===== src/hw/rtl/skf_pkg.sv =====
// Shared constants, control word types and microcode table for the scalar Kalman filter.
package skf_pkg;

  // Default datapath sizes.
  localparam int SAMPLE_BITS    = 16;
  localparam int GAIN_FRAC_BITS = 16;

  // Configuration port.
  localparam int CFG_WIDTH     = 16;
  localparam int CFG_IDX_WIDTH = 2;

  localparam logic [CFG_IDX_WIDTH-1:0] REG_INIT_EST  = 2'd0;
  localparam logic [CFG_IDX_WIDTH-1:0] REG_INIT_ERR  = 2'd1;
  localparam logic [CFG_IDX_WIDTH-1:0] REG_MEAS_ERR  = 2'd2;

  localparam logic [CFG_WIDTH-1:0] INIT_EST_RESET = 16'd2500;
  localparam logic [CFG_WIDTH-1:0] INIT_ERR_RESET = 16'd100;
  localparam logic [CFG_WIDTH-1:0] MEAS_ERR_RESET = 16'd10;

  // Datapath operations.
  localparam int OP_WIDTH = 4;
  localparam logic [OP_WIDTH-1:0] OP_NOP       = 4'd0;
  localparam logic [OP_WIDTH-1:0] OP_WAIT      = 4'd1;
  localparam logic [OP_WIDTH-1:0] OP_DEN       = 4'd2;
  localparam logic [OP_WIDTH-1:0] OP_DIV0      = 4'd3;
  localparam logic [OP_WIDTH-1:0] OP_DIV_STEP  = 4'd4;
  localparam logic [OP_WIDTH-1:0] OP_SAT       = 4'd5;
  localparam logic [OP_WIDTH-1:0] OP_GAIN_ZERO = 4'd6;
  localparam logic [OP_WIDTH-1:0] OP_MUL_K     = 4'd7;
  localparam logic [OP_WIDTH-1:0] OP_UPD_EST   = 4'd8;
  localparam logic [OP_WIDTH-1:0] OP_MUL_ERR   = 4'd9;
  localparam logic [OP_WIDTH-1:0] OP_UPD_ERR   = 4'd10;

  // Sequencer branch conditions.
  localparam int COND_WIDTH = 3;
  localparam logic [COND_WIDTH-1:0] COND_NEXT     = 3'd0;
  localparam logic [COND_WIDTH-1:0] COND_ALWAYS   = 3'd1;
  localparam logic [COND_WIDTH-1:0] COND_START    = 3'd2;
  localparam logic [COND_WIDTH-1:0] COND_DEN_ZERO = 3'd3;
  localparam logic [COND_WIDTH-1:0] COND_LOOP     = 3'd4;
  localparam logic [COND_WIDTH-1:0] COND_OUT_FREE = 3'd5;

  // Program addresses.
  localparam int STEP_WIDTH = 4;
  localparam logic [STEP_WIDTH-1:0] STEP_WAIT      = 4'd0;
  localparam logic [STEP_WIDTH-1:0] STEP_DEN       = 4'd1;
  localparam logic [STEP_WIDTH-1:0] STEP_DIV0      = 4'd2;
  localparam logic [STEP_WIDTH-1:0] STEP_DIV_STEP  = 4'd3;
  localparam logic [STEP_WIDTH-1:0] STEP_SAT       = 4'd4;
  localparam logic [STEP_WIDTH-1:0] STEP_GAIN_ZERO = 4'd5;
  localparam logic [STEP_WIDTH-1:0] STEP_MUL_K     = 4'd6;
  localparam logic [STEP_WIDTH-1:0] STEP_UPD_EST   = 4'd7;
  localparam logic [STEP_WIDTH-1:0] STEP_MUL_ERR   = 4'd8;
  localparam logic [STEP_WIDTH-1:0] STEP_UPD_ERR   = 4'd9;

  typedef struct packed {
    logic [OP_WIDTH-1:0]   op;
    logic [COND_WIDTH-1:0] cond;
    logic [STEP_WIDTH-1:0] target;
  } ctrl_t;

  typedef struct packed {
    logic start;
    logic den_zero;
    logic loop_more;
    logic out_busy;
  } stat_t;

  function automatic ctrl_t ucode_rom(input logic [STEP_WIDTH-1:0] step);
    ctrl_t cw;
    case (step)
      STEP_WAIT:      cw = '{op: OP_WAIT,      cond: COND_START,    target: STEP_WAIT};
      STEP_DEN:       cw = '{op: OP_DEN,       cond: COND_DEN_ZERO, target: STEP_GAIN_ZERO};
      STEP_DIV0:      cw = '{op: OP_DIV0,      cond: COND_NEXT,     target: STEP_WAIT};
      STEP_DIV_STEP:  cw = '{op: OP_DIV_STEP,  cond: COND_LOOP,     target: STEP_DIV_STEP};
      STEP_SAT:       cw = '{op: OP_SAT,       cond: COND_ALWAYS,   target: STEP_MUL_K};
      STEP_GAIN_ZERO: cw = '{op: OP_GAIN_ZERO, cond: COND_NEXT,     target: STEP_WAIT};
      STEP_MUL_K:     cw = '{op: OP_MUL_K,     cond: COND_NEXT,     target: STEP_WAIT};
      STEP_UPD_EST:   cw = '{op: OP_UPD_EST,   cond: COND_NEXT,     target: STEP_WAIT};
      STEP_MUL_ERR:   cw = '{op: OP_MUL_ERR,   cond: COND_NEXT,     target: STEP_WAIT};
      STEP_UPD_ERR:   cw = '{op: OP_UPD_ERR,   cond: COND_OUT_FREE, target: STEP_WAIT};
      default:        cw = '{op: OP_NOP,       cond: COND_ALWAYS,   target: STEP_WAIT};
    endcase
    return cw;
  endfunction

endpackage


===== src/hw/rtl/scalar_kalman_filter.sv =====
// Top level of the scalar Kalman filter: config registers, sequencer and datapath.
// Flow: a word is accepted in the wait step, then summed, divided, saturated and used
//   to update estimate and error (divide skipped, gain zero when both errors are zero).
//   The gain comes from a one-bit-per-cycle restoring divider; no new word is accepted
//   until the last one is handed off, and a waiting result stalls only the last step.
// Reset: asynchronous, active low; config registers return to 2500/100/10 and the
//   estimate and error reset to 2500/100 as well; sequencer returns to its wait step.
module scalar_kalman_filter #(
  parameter int SAMPLE_BITS    = skf_pkg::SAMPLE_BITS,
  parameter int GAIN_FRAC_BITS = skf_pkg::GAIN_FRAC_BITS
) (
  input  logic                              clk_i,
  input  logic                              rst_ni,
  // configuration write port
  input  logic                              cfg_we_i,
  input  logic [skf_pkg::CFG_IDX_WIDTH-1:0] cfg_idx_i,
  input  logic [skf_pkg::CFG_WIDTH-1:0]     cfg_data_i,
  // measurement word in
  input  logic                              in_valid_i,
  output logic                              in_ready_o,
  input  logic [SAMPLE_BITS-1:0]            measurement_i,
  // result word out
  output logic                              out_valid_o,
  input  logic                              out_ready_i,
  output logic [SAMPLE_BITS-1:0]            estimate_o,
  output logic [SAMPLE_BITS-1:0]            est_error_out_o,
  output logic [GAIN_FRAC_BITS-1:0]         gain_o
);

  // Config registers. Any write to a listed register also reloads the
  // filter state from the (updated) initial values; other indexes are dropped.
  logic [skf_pkg::CFG_WIDTH-1:0] init_est_q, init_err_q, meas_err_q;
  logic [skf_pkg::CFG_WIDTH-1:0] init_est_d, init_err_d, meas_err_d;
  logic                          cfg_hit;
  logic                          cfg_load_q;

  always_comb begin
    init_est_d = init_est_q;
    init_err_d = init_err_q;
    meas_err_d = meas_err_q;
    cfg_hit    = 1'b0;
    if (cfg_we_i) begin
      case (cfg_idx_i)
        skf_pkg::REG_INIT_EST: begin
          init_est_d = cfg_data_i;
          cfg_hit    = 1'b1;
        end
        skf_pkg::REG_INIT_ERR: begin
          init_err_d = cfg_data_i;
          cfg_hit    = 1'b1;
        end
        skf_pkg::REG_MEAS_ERR: begin
          meas_err_d = cfg_data_i;
          cfg_hit    = 1'b1;
        end
        default: begin
        end
      endcase
    end
  end

  always_ff @(posedge clk_i or negedge rst_ni) begin
    if (!rst_ni) begin
      init_est_q <= skf_pkg::INIT_EST_RESET;
      init_err_q <= skf_pkg::INIT_ERR_RESET;
      meas_err_q <= skf_pkg::MEAS_ERR_RESET;
      cfg_load_q <= 1'b0;
    end else begin
      init_est_q <= init_est_d;
      init_err_q <= init_err_d;
      meas_err_q <= meas_err_d;
      // state reloads in the following cycle, from the registered values
      cfg_load_q <= cfg_hit;
    end
  end

  // Sequencer walks the microprogram: wait, sum, divide loop and saturate (or zero gain),
  // multiply/update estimate, multiply/update error and hand off the word.
  skf_pkg::ctrl_t ctrl;
  skf_pkg::stat_t stat;

  skf_seq u_seq (
    .clk_i  (clk_i),
    .rst_ni (rst_ni),
    .stat_i (stat),
    .ctrl_o (ctrl)
  );

  skf_dp #(
    .SAMPLE_BITS    (SAMPLE_BITS),
    .GAIN_FRAC_BITS (GAIN_FRAC_BITS)
  ) u_dp (
    .clk_i           (clk_i),
    .rst_ni          (rst_ni),
    .ctrl_i          (ctrl),
    .stat_o          (stat),
    .cfg_load_i      (cfg_load_q),
    .init_est_i      (init_est_q),
    .init_err_i      (init_err_q),
    .meas_err_i      (meas_err_q),
    .in_valid_i      (in_valid_i),
    .in_ready_o      (in_ready_o),
    .measurement_i   (measurement_i),
    .out_valid_o     (out_valid_o),
    .out_ready_i     (out_ready_i),
    .estimate_o      (estimate_o),
    .est_error_out_o (est_error_out_o),
    .gain_o          (gain_o)
  );

endmodule


===== src/hw/rtl/skf_seq.sv =====
// Microcode sequencer: step counter, control ROM and branch logic.
module skf_seq (
  input  logic           clk_i,
  input  logic           rst_ni,
  input  skf_pkg::stat_t stat_i,
  output skf_pkg::ctrl_t ctrl_o
);

  logic [skf_pkg::STEP_WIDTH-1:0] step_q, step_d, step_inc;
  skf_pkg::ctrl_t cw;

  assign cw       = skf_pkg::ucode_rom(step_q);
  assign step_inc = step_q + skf_pkg::STEP_WIDTH'(1);

  always_comb begin
    case (cw.cond)
      skf_pkg::COND_NEXT:     step_d = step_inc;
      skf_pkg::COND_ALWAYS:   step_d = cw.target;
      skf_pkg::COND_START:    step_d = stat_i.start ? step_inc : step_q;
      skf_pkg::COND_DEN_ZERO: step_d = stat_i.den_zero ? cw.target : step_inc;
      skf_pkg::COND_LOOP:     step_d = stat_i.loop_more ? cw.target : step_inc;
      skf_pkg::COND_OUT_FREE: step_d = stat_i.out_busy ? step_q : cw.target;
      default:                step_d = skf_pkg::STEP_WAIT;
    endcase
  end

  always_ff @(posedge clk_i or negedge rst_ni) begin
    if (!rst_ni) begin
      step_q <= skf_pkg::STEP_WAIT;
    end else begin
      step_q <= step_d;
    end
  end

  assign ctrl_o = cw;

endmodule


===== src/hw/rtl/skf_dp.sv =====
// Datapath: filter state, restoring divider, shared multiplier and output register.
module skf_dp #(
  parameter int SAMPLE_BITS    = skf_pkg::SAMPLE_BITS,
  parameter int GAIN_FRAC_BITS = skf_pkg::GAIN_FRAC_BITS
) (
  input  logic                          clk_i,
  input  logic                          rst_ni,
  input  skf_pkg::ctrl_t                ctrl_i,
  output skf_pkg::stat_t                stat_o,
  input  logic                          cfg_load_i,
  input  logic [skf_pkg::CFG_WIDTH-1:0] init_est_i,
  input  logic [skf_pkg::CFG_WIDTH-1:0] init_err_i,
  input  logic [skf_pkg::CFG_WIDTH-1:0] meas_err_i,
  input  logic                          in_valid_i,
  output logic                          in_ready_o,
  input  logic [SAMPLE_BITS-1:0]        measurement_i,
  output logic                          out_valid_o,
  input  logic                          out_ready_i,
  output logic [SAMPLE_BITS-1:0]        estimate_o,
  output logic [SAMPLE_BITS-1:0]        est_error_out_o,
  output logic [GAIN_FRAC_BITS-1:0]     gain_o
);

  localparam int S  = SAMPLE_BITS;
  localparam int F  = GAIN_FRAC_BITS;
  localparam int DW = ((S > skf_pkg::CFG_WIDTH) ? S : skf_pkg::CFG_WIDTH) + 1;
  localparam int CW = $clog2(F + 1);
  localparam int PW = F + 1 + S;
  localparam logic [F:0] GAIN_ONE = {1'b1, {F{1'b0}}};
  localparam logic [S-1:0] EST_RST = S'(skf_pkg::INIT_EST_RESET);
  localparam logic [S-1:0] ERR_RST = S'(skf_pkg::INIT_ERR_RESET);

  logic [skf_pkg::OP_WIDTH-1:0] op;
  logic start, fire, out_busy;

  logic [S-1:0]  meas_q, est_q, err_q;
  logic [DW-1:0] den_q, rem_q;
  logic [F:0]    quo_q;
  logic [CW-1:0] cnt_q;
  logic [F-1:0]  k_q;
  logic [PW-1:0] prod_q;
  logic          out_valid_q;
  logic [S-1:0]  out_est_q, out_err_q;
  logic [F-1:0]  out_gain_q;

  logic [DW-1:0] den_sum, init_rem;
  logic          init_ge, div_ge;
  logic [DW:0]   rem_sh, rem_sub;
  logic          neg;
  logic [S-1:0]  mag, step_up, step_dn, est_new, err_new;
  logic [F:0]    mul_a;
  logic [S-1:0]  mul_b;
  logic [PW-1:0] prod_d;
  logic [PW:0]   ceil_sum;

  assign op         = ctrl_i.op;
  assign in_ready_o = (op == skf_pkg::OP_WAIT);
  assign start      = in_valid_i & in_ready_o;
  assign out_busy   = out_valid_q & ~out_ready_i;
  assign fire       = (op == skf_pkg::OP_UPD_ERR) & ~out_busy;

  // divider: first quotient bit set only when err equals den (meas_error zero)
  assign den_sum  = DW'(err_q) + DW'(meas_err_i);
  assign init_ge  = DW'(err_q) >= den_q;
  assign init_rem = init_ge ? DW'(err_q) - den_q : DW'(err_q);
  assign rem_sh   = {rem_q, 1'b0};
  assign div_ge   = rem_sh >= {1'b0, den_q};
  assign rem_sub  = rem_sh - {1'b0, den_q};

  // shared multiplier
  assign neg    = meas_q < est_q;
  assign mag    = neg ? est_q - meas_q : meas_q - est_q;
  assign mul_a  = (op == skf_pkg::OP_MUL_ERR) ? GAIN_ONE - {1'b0, k_q} : {1'b0, k_q};
  assign mul_b  = (op == skf_pkg::OP_MUL_ERR) ? err_q : mag;
  assign prod_d = PW'(mul_a) * PW'(mul_b);

  // upward step truncates, downward step rounds up (floor of the signed product)
  assign step_up  = prod_q[F +: S];
  assign ceil_sum = (PW + 1)'(prod_q) + (PW + 1)'(GAIN_ONE - (F + 1)'(1));
  assign step_dn  = ceil_sum[F +: S];
  assign est_new  = neg ? est_q - step_dn : est_q + step_up;
  assign err_new  = prod_q[F +: S];

  assign stat_o = '{start:     start,
                    den_zero:  (den_sum == '0),
                    loop_more: (cnt_q != CW'(1)),
                    out_busy:  out_busy};

  always_ff @(posedge clk_i or negedge rst_ni) begin
    if (!rst_ni) begin
      est_q       <= EST_RST;
      err_q       <= ERR_RST;
      cnt_q       <= '0;
      out_valid_q <= 1'b0;
    end else begin
      if (cfg_load_i) begin
        est_q <= S'(init_est_i);
        err_q <= S'(init_err_i);
      end else if (op == skf_pkg::OP_UPD_EST) begin
        est_q <= est_new;
      end else if (fire) begin
        err_q <= err_new;
      end
      if (op == skf_pkg::OP_DIV0) begin
        cnt_q <= CW'(F);
      end else if (op == skf_pkg::OP_DIV_STEP) begin
        cnt_q <= cnt_q - CW'(1);
      end
      if (fire) begin
        out_valid_q <= 1'b1;
      end else if (out_ready_i) begin
        out_valid_q <= 1'b0;
      end
    end
  end

  always_ff @(posedge clk_i) begin
    case (op)
      skf_pkg::OP_WAIT: begin
        if (start) meas_q <= measurement_i;
      end
      skf_pkg::OP_DEN: begin
        den_q <= den_sum;
      end
      skf_pkg::OP_DIV0: begin
        quo_q <= {{F{1'b0}}, init_ge};
        rem_q <= init_rem;
      end
      skf_pkg::OP_DIV_STEP: begin
        quo_q <= {quo_q[F-1:0], div_ge};
        rem_q <= div_ge ? rem_sub[DW-1:0] : rem_sh[DW-1:0];
      end
      skf_pkg::OP_SAT: begin
        k_q <= quo_q[F] ? {F{1'b1}} : quo_q[F-1:0];
      end
      skf_pkg::OP_GAIN_ZERO: begin
        k_q <= '0;
      end
      skf_pkg::OP_MUL_K, skf_pkg::OP_MUL_ERR: begin
        prod_q <= prod_d;
      end
      skf_pkg::OP_UPD_ERR: begin
        if (fire) begin
          out_est_q  <= est_q;
          out_err_q  <= err_new;
          out_gain_q <= k_q;
        end
      end
      default: begin
      end
    endcase
  end

  assign out_valid_o     = out_valid_q;
  assign estimate_o      = out_est_q;
  assign est_error_out_o = out_err_q;
  assign gain_o          = out_gain_q;

  a_est_between: assert property (@(posedge clk_i) disable iff (!rst_ni)
    (op == skf_pkg::OP_UPD_EST) |->
      (neg ? (est_new <= est_q && est_new >= meas_q)
           : (est_new >= est_q && est_new <= meas_q)))
    else $error("estimate update left the old-estimate/measurement interval");

  a_err_shrinks: assert property (@(posedge clk_i) disable iff (!rst_ni)
    fire |-> (err_new <= err_q))
    else $error("estimate error grew");

  a_div_count: assert property (@(posedge clk_i) disable iff (!rst_ni)
    (op == skf_pkg::OP_DIV_STEP) |-> (cnt_q != '0))
    else $error("divider step with exhausted count");

  a_out_load: assert property (@(posedge clk_i) disable iff (!rst_ni)
    fire |=> (out_valid_q && out_gain_q == $past(k_q)))
    else $error("result word not loaded with the gain in use");

endmodule


===== config.mk =====
export PLATFORM = sky130hd
export DESIGN_NAME = scalar_kalman_filter
export DESIGN_NICKNAME = d
export VERILOG_FILES = /design/src/hw/rtl/skf_pkg.sv /design/src/hw/rtl/scalar_kalman_filter.sv /design/src/hw/rtl/skf_seq.sv /design/src/hw/rtl/skf_dp.sv
export SDC_FILE = /design/constraint.sdc
export NUM_CORES = 1
export LEC_CHECK = 0
export ABC_CLOCK_PERIOD_IN_PS = 10400
export BUFFER_PORTS_ARGS = -buffer_cell sky130_fd_sc_hd__buf_2
export CORE_MARGIN = 2
export CORE_UTILIZATION = 40
export DETAILED_ROUTE_END_ITERATION = 8
export PLACE_DENSITY = 0.58
export RECOVER_POWER = 50
export SLEW_MARGIN = 25
export SYNTH_ARGS = -nofsm -noshare
export SYNTH_HDL_FRONTEND = slang
export SYNTH_SLANG_ARGS = --single-unit

===== constraint.sdc =====
create_clock -name clk_i -period 10.4 [get_ports clk_i]
set_clock_uncertainty 0.2 [all_clocks]
set_input_delay 1.04 -clock clk_i [delete_from_list [all_inputs] [get_ports clk_i]]
set_output_delay 1.04 -clock clk_i [all_outputs]
set_load 0.1 [all_outputs]

Word-level counts from Yosys, hierarchy flattened
Memory sizes are Yosys's and may differ from the RTL's.
Index checks and enable logic that the tools add are counted.
Storage, ports and cells
  register bits after elaboration: 254
  ROM bits: 160
  input port bits: 39
  output and inout port bits: 50
  word-level logic and storage cells: 103
  memories kept: 1
Cells by class
  $add $sub $neg: 11
  multiply operators: 1
  $lt $le $gt $ge: 3
  equality and inequality tests: 21
  mux-type cells: 26
  bitwise gates (word level): 5
  reduce and logical (&&, ||, !) cells: 17
Memory list
  (name not given): depth 16, bits a word 10, rd ports 1, clocked after Yosys merged registers in 0, write ports 0, RTL line skf_pkg.sv:71  | case (step)
Operators with widths (count)
  $mux W16: 9
  $pmux W17 S2: 2
  $mux W17: 3
  $sub A16 B16 Y16: 3
  $add A32 B16 Y32 const B: 1
  $mul A17 B16 Y32: 1
  $pmux W16 S2: 1
  $pmux W4 S6: 1
  $ge A18 B17 Y1: 1
  $add A16 B16 Y17: 1
  $ge A16 B17 Y1: 1
  $logic_not A17 Y1: 1
  $sub A16 B17 Y17: 1
  $sub A17 B16 Y17 const A: 1
  $sub A17 B17 Y17: 1
  $add A16 B16 Y16: 1
  $eq A4 B3 Y1 const B: 4
  $lt A16 B16 Y1: 1
  $mux W4: 4
  $reduce_and A2 Y1: 7
  $eq A4 B4 Y1 const B: 3
  $mux W5: 2
  $reduce_bool A2 Y1: 5
  $eq A4 B2 Y1 const B: 2
  18 further kinds: 27

Depth between registers and ports, before layout
  word-level depth: 7
  depth in mapped cells: 37
  gate-level depth less buffers: 34

Cells and area by module
From an unflattened synthesis, not the netlist that was laid out.
Second synthesis, totals
  cells, all modules: 2484
  area, all modules: 24265.8 µm²
By module, submodules not included
  skf_dp: instances 1, cells each 2293, area each 21703.3 µm²
  scalar_kalman_filter: instances 1, cells each 104, area each 1860.5 µm²
  skf_seq: instances 1, cells each 87, area each 701.9 µm²

Worst setup path before layout
Ideal clock, no wire load.
  path kind: reg2reg
  start: register u_dp.est_q[6]
  end: register u_dp.prod_q[30] (data pin)
  arrival: 8.157 ns
  slack: 1.785 ns
  stages on the path, launching flop included: 34
  buffers on the path: 2
  clock period less this slack: 8.615 ns
  cell sequence: dfstp_2 -> inv_1 -> ha_1 -> o211ai_1 -> a2111oi_2 -> o41ai_2 -> a21o_1 -> buf_6 -> or3_1 -> and2_1 -> xnor2_1 -> mux2i_1 -> buf_2 -> nor2_1 -> fa_1 -> inv_1 -> fa_1 -> inv_1 -> fa_1 -> fa_1 -> fa_1 -> inv_1 -> fa_1 -> inv_1 -> ha_1 -> a21oi_1 -> o21ai_0 -> o41ai_1 -> o2111ai_1 -> a31oi_1 -> a21oi_1 -> a21o_1 -> a21oi_1 -> xnor2_1
On the way
  longest elaborated chain between the ends: 4
Ends and longest elaborated chain
  start: declaration: RTL line skf_dp.sv:36  | logic [S-1:0] meas_q, est_q, err_q;
  start signal: assignment: RTL line skf_dp.sv:97  | est_q <= S'(init_est_i);
  start signal: assignment: RTL line skf_dp.sv:100  | est_q <= est_new;
  $sub A16 B16 Y16 / $lt A16 B16 Y1 (equally long branches): RTL line skf_dp.sv:72, skf_dp.sv:71
  $mux W16 *: RTL line skf_dp.sv:72  | assign mag = neg ? est_q - meas_q : meas_q - est_q;
  $mux W16 *: RTL line skf_dp.sv:74  | assign mul_b = (op == skf_pkg::OP_MUL_ERR) ? err_q : mag;
  $mul A17 B16 Y32 *: RTL line skf_dp.sv:75  | assign prod_d = PW'(mul_a) * PW'(mul_b);
  via u_dp.prod_d[30]: RTL line skf_dp.sv:53  | logic [PW-1:0] prod_d;
  end signal: assignment: RTL line skf_dp.sv:140  | prod_q <= prod_d;
  end: declaration: RTL line skf_dp.sv:41  | logic [PW-1:0] prod_q;
The timed path passes the listed nets; every way through them passes the cells marked *.
A chain may end at the register's enable or synchronous reset.

Worst setup path after layout
  start: register u_dp.est_q[7]
  end: register u_dp.prod_q[30] (data pin)
Same word-level chain as after synthesis.

==> results.sh <==
export IMPL_syn_area_per_cell_sq_um=9.620
export IMPL_violations="capacitance limit, slew limit"
export IMPL_gp_congestion=0.9389
export IMPL_vias=18560
export IMPL_synthDistinctLibCells=74
export IMPL_cts_made_buffers=29
export IMPL_fillers=5953
export IMPL_yosysTopAreaCellShare_pct=20.21
export IMPL_synth_edff_count=163
export IMPL_synth_top_cell_by_area="edfxtp_1"
export IMPL_drive_above_1_share_pct=9.184
export IMPL_dpl_hpwl_mm=53.76
export IMPL_cts_setup_buffers=0
export IMPL_route_detailed_drc=0
export IMPL_clock_tree_buffer_depth=3
export IMPL_chipWidth_microns=250.1
export IMPL_fin_crit_sh_pct=94.41
export IMPL_critPathLaunch="u_dp.est_q[7]$_DFFE_PN1P_"
export IMPL_maxSlewHeadroom_pct=-149.3
export IMPL_cp_slowest_cell="dfstp_1"
export IMPL_min_from="init_est_q[14]$_DFFE_PN0P_"
export IMPL_maxSlewViolCount=70
export IMPL_htreeDepth=1
export IMPL_maxCapViolCount=1
export IMPL_min_path_type="reg2reg"
export IMPL_antennaDiodeCount=0
export IMPL_grt_pass1_wl_mm=109.5
export IMPL_cpMostUsedCell="fa_1"
export IMPL_syn_area_sq_mm=0.02422
export IMPL_crit_required_ps=10550
export IMPL_path_max_fanout=23
export IMPL_wire_per_inst_microns=20.23
export IMPL_grt_ovfl_total=0
export IMPL_rr_worst_depth=31
export IMPL_startpoint_type="flop"
export IMPL_slowest_delay_ps=590
export IMPL_grt_antenna_before_repair=0
export IMPL_clk_pin_slew_worst_paths_ps=70
export IMPL_syn_inst=2518
export IMPL_tightest_slew_ps=3739
export IMPL_async_reset_ff_share_pct=35.83
export IMPL_final_hold_viol_count=0
export IMPL_grt_max_degree=70
export IMPL_clk_latency_ps=590
export IMPL_ys_ff_latch=254
export IMPL_grt_pass1_vias=18960
export IMPL_grt_use_total_pct=22.45
export IMPL_dr_pass1_iters=7
export IMPL_root_buffer="clkbuf_16"
export IMPL_netlist_top_cells_area="edfxtp_1, fa_1, ha_1, dfrtp_1, inv_1"
export IMPL_worst_r2r_setup_slack_ps=580
export IMPL_port_buffers=88
export IMPL_seq_area_frac_synth_pct=29.70
export IMPL_synth_main_ff_cell="edfxtp_1"
export IMPL_drtAntennaViolNets=0
export IMPL_crit_arrival_ps=9970
export IMPL_finalSetupViolCount=0
export IMPL_r2r_start="u_dp.est_q[7]$_DFFE_PN1P_"
export IMPL_first_iter_violations=1320
export IMPL_ys_warn_count=0
export IMPL_min_path_cells=2
export IMPL_synth_fp_nets=2977
export IMPL_chipHeight_microns=250.1
export IMPL_cts_tree="yes"
export IMPL_outcome="complete, but fails checks"
export IMPL_rows=90
export IMPL_ctsHoldBuffers=0
export IMPL_period_needed_ps=9818
export IMPL_io_pins=89
export IMPL_die_area_sq_mm=0.06254
export IMPL_via_per_inst=5.413
export IMPL_layout_nets=3082
export IMPL_path_class="reg2reg"
export IMPL_cp_end_kind="flop"
export IMPL_coreArea_sq_mm=0.06013
export IMPL_fin_tns_setup_ps=0
export IMPL_area_delta_synth_final_pct=10.32
export IMPL_wl_mm=69.36
export IMPL_start_util_pct=40.28
export IMPL_rsz0062_at_grt="false"
export IMPL_clock_fmax_ghz=0.1019
export IMPL_cts_sinks=254
[synth_stat cells, drive strengths merged (9+ instances only)]
cell / count
inv: 331
nor2: 250
nand2: 235
fa: 213
ha: 207
edfxtp: 163
a21oi: 112
o21ai: 102
xnor2: 75
dfrtp: 73
and2: 54
clkbuf: 54
mux2: 54
xor2: 53
mux2i: 52
nand3: 46
nor3: 41
nor2b: 32
a211oi: 29
a21o: 29
o211ai: 22
o21a: 21
buf: 20
nand2b: 19
nor4: 19
or2: 19
dfstp: 18
a31oi: 16
o31ai: 16
nand4: 15
or3: 15
and3: 14
o31a: 11
a21boi: 9
o21bai: 9
[registers in the layout, indices dropped and copies added (netlist names), 17 cells and up]
signal / count
u_dp.rem_q: 17
u_dp.den_q: 17
u_dp.quo_q: 17
u_dp.prod_q: 32
[per-layer routing]
layer	share of wire [%]	global-route usage, %
met3	6.1	2.795
met4	2.5	5.937
met2	47	37.19
met5	0	0
met1	44	31.11
[worst paths after layout]
kind / to
max: u_dp.prod_q[30]$_DFFE_PP_
min: u_dp.est_q[14]$_DFFE_PN0P_
max reg2reg: u_dp.prod_q[30]$_DFFE_PP_
min reg2reg: u_dp.est_q[14]$_DFFE_PN0P_
max in group asynchronous: cfg_load_q$_DFF_PN0_
min in group asynchronous: meas_err_q[14]$_DFFE_PN0P_
[cell families after synthesis]
kind of cell	count (synthesis)	share of synthesized area, %
fa+ha+maj	420	28.30
mux	106	4.659
flops	254	29.70
buf+inv	405	6.421
xor+xnor	128	4.659
compound gates	426	11.42
simple gates	779	14.85
[layout make-up]
class,instances,area (sq um),share of cell area [%]
multi-input cells,1859,15530,58.13
flip-flops and latches,254,7198,26.94
inverters,331,1242,4.650
well taps,782,978.4,3.662
clock buffers,39,860.8,3.221
repair buffers,148,798.3,2.987
clock inverters,15,110.1,0.4120
[worst max-delay path: cells and delay by family (launching register included)]
family | cells | cell delay [ps]
mux | 1 | 520
xor+xnor | 1 | 80
fa+ha+maj | 8 | 3600
buf+inv | 5 | 460
compound gates | 13 | 3450
simple gates | 3 | 670
flops | 1 | 590
[layout by cell type, fill, tap and decap left out, types with 16 or more instances in the layout]
| cell type | n |
|---|---|
| inv_1 | 331 |
| nor2_1 | 248 |
| nand2_1 | 235 |
| fa_1 | 213 |
| ha_1 | 207 |
| edfxtp_1 | 163 |
| a21oi_1 | 110 |
| o21ai_0 | 97 |
| xnor2_1 | 73 |
| dfrtp_1 | 72 |
| clkbuf_1 | 67 |
| buf_4 | 55 |
| mux2_2 | 54 |
| and2_1 | 53 |
| xor2_1 | 53 |
| mux2i_1 | 52 |
| nand3_1 | 46 |
| nor3_1 | 40 |
| clkbuf_16 | 32 |
| nor2b_1 | 30 |
| buf_2 | 29 |
| a21o_1 | 28 |
| a211oi_1 | 28 |
| o211ai_1 | 22 |
| o21a_1 | 21 |
| nor4_1 | 19 |
| nand2b_1 | 18 |
| or2_2 | 18 |
| a31oi_1 | 16 |
[what timing repair did]
item | 4_1_cts | 5_1_grt
endpoints found under the hold margin | 0 | 0
resized for setup | 0 | 1
endpoints found under the setup margin | 0 | 1
[per-stage QoR]
stage	hold WS, ps	cell area [sq um]	instances	setup slack, ps	util (%)
after global placement	257.8	25830	3374	581.9	42.95
after floorplan	224.4	24220	2518	1785	-
final	273.4	26720	3428	581.7	44.44
after global routing	299.7	26720	3428	24.81	44.44
after CTS	120.8	26820	3428	412.9	44.60
after detailed placement	262.4	25850	3374	464.0	42.98
Power is not shown: default switching activity piles up to over one toggle a cycle in this logic, so the estimate is an artifact.
